$ cat src/design/fthc_pkg.sv
// Shared types and constants for the flow throughput fairness classifier.
// Used by every module of the block; no dependencies.
package fthc_pkg;

  // Flow table geometry (flow count is a power of two: mean is a shift)
  localparam int FLOW_COUNT = 32;
  localparam int FLOW_BITS  = $clog2(FLOW_COUNT);
  localparam int CNT_W      = FLOW_BITS + 1;
  localparam int SUM_W      = 32 + FLOW_BITS;

  // Iterative units
  localparam int DIV_STEPS  = 64;
  localparam int DIV_CNT_W  = $clog2(DIV_STEPS);
  localparam int SQRT_STEPS = 32;
  localparam int SQRT_CNT_W = $clog2(SQRT_STEPS);

  // Fixed-point scaling: bytes * 8 * 2^16 is a shift by 19
  localparam int RATE_SHIFT = 19;
  localparam int BETA_FRAC  = 8;
  localparam logic [16:0] GAMMA_ONE = 17'h10000;

  // Register reset values
  localparam logic [26:0] PORT_BW_RST = 27'd120000;
  localparam logic [15:0] BETA_RST    = 16'd64;
  localparam logic [16:0] GAMMA_RST   = 17'd0;

  // Register map, word index
  typedef enum logic [1:0] {
    REG_PORT_BW  = 2'd0,
    REG_BETA     = 2'd1,
    REG_GAMMA    = 2'd2,
    REG_TCP_ONLY = 2'd3
  } reg_idx_t;

  typedef struct packed {
    logic [26:0] port_bw;
    logic [15:0] beta;
    logic [16:0] gamma;
    logic        tcp_only;
  } cfg_t;

  // Commands from controller to datapath
  typedef struct packed {
    logic                 load_item;
    logic                 clr_acc;
    logic                 rate_div;
    logic                 rate_write;
    logic                 mean_load;
    logic                 var_diff;
    logic                 var_square;
    logic                 var_acc;
    logic                 sqrt_init;
    logic                 sqrt_step;
    logic                 bsd_load;
    logic                 class_step;
    logic                 avg_div;
    logic                 avg_load;
    logic                 eq_load;
    logic                 w_load;
    logic                 lng_load;
    logic                 emit;
    logic                 last;
    logic [FLOW_BITS-1:0] idx;
  } dp_cmd_t;

  // Status from datapath to controller
  typedef struct packed {
    logic first_round;
    logic div_done;
  } dp_sts_t;

endpackage

$ cat src/design/fthc_ctrl.sv
// Controller: sequences the per-round passes over the flow table.
// Depends on fthc_pkg.
module fthc_ctrl (
  input  logic              clk,
  input  logic              rst,
  input  logic              start,
  input  logic              round_end,
  input  fthc_pkg::dp_sts_t sts,
  output logic              busy,
  output fthc_pkg::dp_cmd_t cmd
);
  import fthc_pkg::*;

  typedef enum logic [16:0] {
    S_IDLE       = 17'h00001,
    S_RATE_ISSUE = 17'h00002,
    S_RATE_WAIT  = 17'h00004,
    S_MEAN       = 17'h00008,
    S_VAR_DIFF   = 17'h00010,
    S_VAR_SQ     = 17'h00020,
    S_VAR_ACC    = 17'h00040,
    S_SQRT_INIT  = 17'h00080,
    S_SQRT_STEP  = 17'h00100,
    S_BSD        = 17'h00200,
    S_CLASS      = 17'h00400,
    S_AVG_ISSUE  = 17'h00800,
    S_AVG_WAIT   = 17'h01000,
    S_EQ         = 17'h02000,
    S_WMUL       = 17'h04000,
    S_LNG        = 17'h08000,
    S_EMIT       = 17'h10000
  } state_t;

  localparam logic [FLOW_BITS-1:0] LAST_IDX = FLOW_BITS'(FLOW_COUNT - 1);

  state_t                state, state_next;
  logic [FLOW_BITS-1:0]  idx, idx_next;
  logic [SQRT_CNT_W-1:0] step, step_next;
  logic                  is_last;

  assign busy    = (state != S_IDLE);
  assign is_last = (idx == LAST_IDX);

  always_ff @(posedge clk) begin
    if (rst) begin
      state <= S_IDLE;
      idx   <= '0;
      step  <= '0;
    end else begin
      state <= state_next;
      idx   <= idx_next;
      step  <= step_next;
    end
  end

  // Next state and command decode
  always_comb begin
    state_next = state;
    idx_next   = idx;
    step_next  = step;
    cmd        = '0;
    cmd.idx    = idx;
    cmd.last   = is_last;
    unique case (state)
      S_IDLE: begin
        if (start) begin
          cmd.load_item = 1'b1;
          if (round_end) begin
            cmd.clr_acc = 1'b1;
            idx_next    = '0;
            state_next  = S_RATE_ISSUE;
          end
        end
      end
      S_RATE_ISSUE: begin
        if (sts.first_round) begin
          cmd.rate_write = 1'b1;
          idx_next   = idx + 1'b1;
          state_next = is_last ? S_MEAN : S_RATE_ISSUE;
        end else begin
          cmd.rate_div = 1'b1;
          state_next   = S_RATE_WAIT;
        end
      end
      S_RATE_WAIT: begin
        if (sts.div_done) begin
          cmd.rate_write = 1'b1;
          idx_next   = idx + 1'b1;
          state_next = is_last ? S_MEAN : S_RATE_ISSUE;
        end
      end
      S_MEAN: begin
        cmd.mean_load = 1'b1;
        idx_next      = '0;
        state_next    = S_VAR_DIFF;
      end
      S_VAR_DIFF: begin
        cmd.var_diff = 1'b1;
        state_next   = S_VAR_SQ;
      end
      S_VAR_SQ: begin
        cmd.var_square = 1'b1;
        state_next     = S_VAR_ACC;
      end
      S_VAR_ACC: begin
        cmd.var_acc = 1'b1;
        idx_next    = idx + 1'b1;
        state_next  = is_last ? S_SQRT_INIT : S_VAR_DIFF;
      end
      S_SQRT_INIT: begin
        cmd.sqrt_init = 1'b1;
        step_next     = '0;
        state_next    = S_SQRT_STEP;
      end
      S_SQRT_STEP: begin
        cmd.sqrt_step = 1'b1;
        step_next     = step + 1'b1;
        if (step == SQRT_CNT_W'(SQRT_STEPS - 1)) state_next = S_BSD;
      end
      S_BSD: begin
        cmd.bsd_load = 1'b1;
        idx_next     = '0;
        state_next   = S_CLASS;
      end
      S_CLASS: begin
        cmd.class_step = 1'b1;
        idx_next       = idx + 1'b1;
        if (is_last) state_next = S_AVG_ISSUE;
      end
      S_AVG_ISSUE: begin
        cmd.avg_div = 1'b1;
        state_next  = S_AVG_WAIT;
      end
      S_AVG_WAIT: begin
        if (sts.div_done) begin
          cmd.avg_load = 1'b1;
          state_next   = S_EQ;
        end
      end
      S_EQ: begin
        cmd.eq_load = 1'b1;
        state_next  = S_WMUL;
      end
      S_WMUL: begin
        cmd.w_load = 1'b1;
        state_next = S_LNG;
      end
      S_LNG: begin
        cmd.lng_load = 1'b1;
        idx_next     = '0;
        state_next   = S_EMIT;
      end
      S_EMIT: begin
        cmd.emit   = 1'b1;
        idx_next   = idx + 1'b1;
        if (is_last) state_next = S_IDLE;
      end
      default: state_next = S_IDLE;
    endcase
  end

`ifndef ASSERT_OFF
  a_done_in_wait: assert property (@(posedge clk) disable iff (rst)
    sts.div_done |-> (state == S_RATE_WAIT || state == S_AVG_WAIT))
    else $error("divider finished outside a wait state");
  a_emit_exit: assert property (@(posedge clk) disable iff (rst)
    (state == S_EMIT && is_last) |=> (state == S_IDLE))
    else $error("round did not end after the last result");
  a_no_load_busy: assert property (@(posedge clk) disable iff (rst)
    (state != S_IDLE) |-> !cmd.load_item)
    else $error("word taken while busy");
`endif

endmodule

$ cat config.mk
export PLATFORM = sky130hd
export DESIGN_NAME = fthc_ctrl
export DESIGN_NICKNAME = d
export VERILOG_FILES = /design/src/design/fthc_pkg.sv /design/src/design/fthc_ctrl.sv
export SDC_FILE = /design/constraint.sdc
export NUM_CORES = 1
export LEC_CHECK = 0
export BUFFER_PORTS_ARGS = -buffer_cell sky130_fd_sc_hd__buf_2
export CAP_MARGIN = 20
export CORE_MARGIN = 10
export CORE_UTILIZATION = 55
export CTS_CLUSTER_SIZE = 14
export DETAILED_ROUTE_END_ITERATION = 16
export PLACE_DENSITY_LB_ADDON = 0.25
export SKIP_LAST_GASP = 1
export SYNTH_ARGS = -nofsm -noshare
export SYNTH_HDL_FRONTEND = slang
export SYNTH_SLANG_ARGS = --single-unit
$ cat constraint.sdc
create_clock -name clk -period 2.9 [get_ports clk]
set_input_delay 0.435 -clock clk [delete_from_list [all_inputs] [get_ports clk]]
set_output_delay 0.435 -clock clk [all_outputs]
set_load 0.01 [all_outputs]
==> summary.txt <==
Timing
  – Post-Route Skew: 0.00976 ns
  – Worst slew pin tran: 0.766 ns
  – Final hold viol count: 0
  – Final setup viols: 0
  – Fin Setup TNS: 0 ns
  – Upper clock frequency limit: 347 MHz
  – Final min period: 2.88 ns
  – RSZ-0062 raised after global routing: true
  – Max-slew violations: 0
  – Slew margin rel.: 48.3%
  – WHS: 0.486 ns
  – Crit share post-route: 99.3%

Run
  – Maxcap violations: 0

Finish
  – Sequential Area: 541 µm²
  – Ant. Diodes: 0
  – Area occupied by multi-input gates: 0.00108 mm²
  – Nets: 240
  – Utilization after layout: 63.8%
  – Area Overhead vs Synth: 13.6%
  – Share of cells above drive strength 1: 25.8%
  – Filler instances: 282

Critical path
  – Most frequent CP cell: or4_4
  – Worst reg2reg setup slack: 0.39 ns
  – Worst Setup Start Kind: flip-flop
  – Cell family with the largest share of critical-path delay: simple AND/OR/NAND/NOR gates
  – Slowest cell on the critical path: or4_4
  – Worst stage delay on the critical path: 0.61 ns
  – Worst path cell trace: or4_4, or4_4, nor4_1, buf_2
  – Crit Path Class: reg -> out
  – Data arrival, critical path: 2.45 ns
  – Critical Path RT: 2.47 ns
  – Worst Path Buf+Inv: 1
  – CP Max Fanout: 6
  – Critical Path End Type: output pin

Global routing
  – Initial antenna violation count: 0
  – Total global-route track usage: 16.0%
  – Vias in the first global route: 1,543
  – Grt ovf: 0
  – Largest net degree at the start of global routing: 24
  – First-pass GRT wire length: 7100 µm

Run status
  – Outcome: finished clean

Route
  – Drt via density: 6.13
  – Vias post-DR: 1,607
  – Drt first pass iters: 4
  – Remaining DRCs: 0
  – Detail Route Antenna Nets: 0
  – Final wirelength: 4490 µm
  – Starting DRT DRC Count: 126
  – Routed wire per std cell: 17.1 µm

Synth
  – Yosys warning count: 0
  – Mapped Cells: 196
  – Syn_nets: 206
  – Post-synth ARST share: 0%
  – Synth area leaders: dfxtp_1, nor4_4, nor2_1
  – Synth top area share: 32.0%
  – Cell taking the most area after synthesis: dfxtp_1
  – Synth Flop Type: dfxtp_1
  – Post-synth EDFFs: 0
  – Post-Synthesis Cell Area: 0.00169 mm²
  – Post-synth cell types: 51
  – Sequential-to-total area share from yosys stat: 32.0%
  – Top cells by count, synth: dfxtp_1, nor2_1, a21oi_1, nand2_1, inv_1
  – Yosys reg bits: 27
  – Syn avg cell area: 8.61 µm²
  – Most common cell in the synthesized netlist: dfxtp_1

Placed design
  – Port bufs: 30
  – Hpwl dp: 3550 µm
  – GP Congestion: 0.942

Clock tree
  – Clock Tree Buf Depth: 2
  – H-tree levels: 1
  – CTS buffer count: 3
  – Clock Sinks: 27
  – Clk pin slew, worst setup/hold paths: 0.17 ns
  – Clk root buf: clkbuf_4
  – Clock Latency Late Sink: 0.34 ns
  – CTS resizes: 0
  – TritonCTS clock tree: done

Floorplan
  – # IOs: 31
  – Die Height: 75.4 µm
  – Die Area: 0.00568 mm²
  – Rows: 20
  – Die Wd: 75.4 µm
  – Core Region: 0.00300 mm²
  – Initial core utilization: 56.2%

Pwr
  – PwrDens: 433 mW/mm²
  – Leak: 0.847 nW
  – VDD IR max: 0.275 mV

Worst hold path
  – Tightest Hold Check Type: in -> reg
==> layout make-up <==
cell class / instances / share of cell area, %
multi-input combinational: 154 / 56.6
sequential: 27 / 28.2
timing repair buffer: 34 / 9.41
tap: 33 / 2.16
inverter: 10 / 1.96
clock buffer: 3 / 1.18
clock inverter: 1 / 0.457
==> logic make-up (layout without fill, tap and decap cells) <==
| kind of cell | Yosys count | in the layout | synth area share [%] |
|---|---|---|---|
| AO/OA/AOI/OAI | 41 | 41 | 17.1 |
| adder cells (fa/ha/maj) | 4 | 4 | 2.97 |
| AND/OR/NAND/NOR | 106 | 106 | 42.7 |
| flip-flops | 27 | 27 | 32.0 |
| XOR/XNOR | 3 | 3 | 1.56 |
| buffers and inverters | 15 | 48 | 3.64 |
==> sequential cells by signal, indices dropped and copies added, names as in the netlist <==
| signal | cells |
|---|---|
| step | 5 |
| state | 17 |
| idx | 5 |
==> power breakdown <==
group	internal (W)	leakage, nW	switching (W)
registers	0.000379	0.218	0.0000144
clock network	0.0000564	0.0183	0.000126
logic	0.000107	0.611	0.000146
total	0.000543	0.847	0.000286
==> routing by layer <==
metal	global-route usage, %	vias to the layer above	routed length (µm)
li1	-	792	-
met3	4.04	12	181
met1	17.4	769	1870
met2	30.0	34	2340
met5	0	-	0
met4	3.71	0	97
==> cells in the final DEF (no fill, tap or decap), types with 2 or more instances in the layout <==
cell,Yosys,routed
dfxtp_1,27,27
inv_1,10,10
clkbuf_4,0,3
or4_4,5,5
nand4_1,2,2
nor2_1,21,21
a22oi_1,2,2
or2_2,2,2
o21ai_1,3,3
nand2b_1,4,4
or4b_2,2,2
buf_2,1,30
nand2_1,12,12
o21ai_0,6,6
buf_4,1,4
ha_1,4,4
and3_1,5,5
a32oi_1,3,3
nand3_1,6,6
nor2b_1,6,6
a21oi_1,14,14
nor3b_1,2,2
nand3b_1,2,2
and2_1,6,6
nor4_4,4,4
xnor2_1,3,3
nor4_1,3,3
and4b_1,2,2
nor3_1,9,9
nor4b_1,5,5
==> worst register-to-register path, cell delays in order, from the launching register on <==
cell and delay, ns:
dfxtp_1 0.51, or4_4 0.26, nor4_4 0.07, buf_4 0.16, a32oi_1 0.35, nor4bb_1 0.74
o21ai_0 0.20, a21oi_1 0.17
==> what timing repair did <==
action	in CTS	in global routing
hold buffers	0	0
setup endpoints to repair	0	7
setup buffers	0	4
==> final timing paths <==
check / depth (start not counted) / to / startpoint
worst min-delay path: 2 / step[0]$_SDFFE_PP0P_ / rst
worst min register to register: 1 / step[3]$_SDFFE_PP0P_ / step[3]$_SDFFE_PP0P_
worst max-delay path: 4 / cmd[19] / state[8]$_SDFFE_PP0P_
worst max register to register: 7 / idx[4]$_SDFFE_PP0P_ / state[13]$_SDFFE_PP0P_
==> through the flow <==
stage	total power [W]	instances	worst slack (ns)	cell area, µm²
floorplan	0.000581	196	0.473	1690
finish	0.000829	262	0.0196	1920
detailed placement	0.000640	254	0.426	1850
global route	0.000872	262	-0.0730	1920
CTS	0.000821	258	0.0210	1890
global placement	0.000634	254	0.463	1850
(Power assumes the default switching activity.)
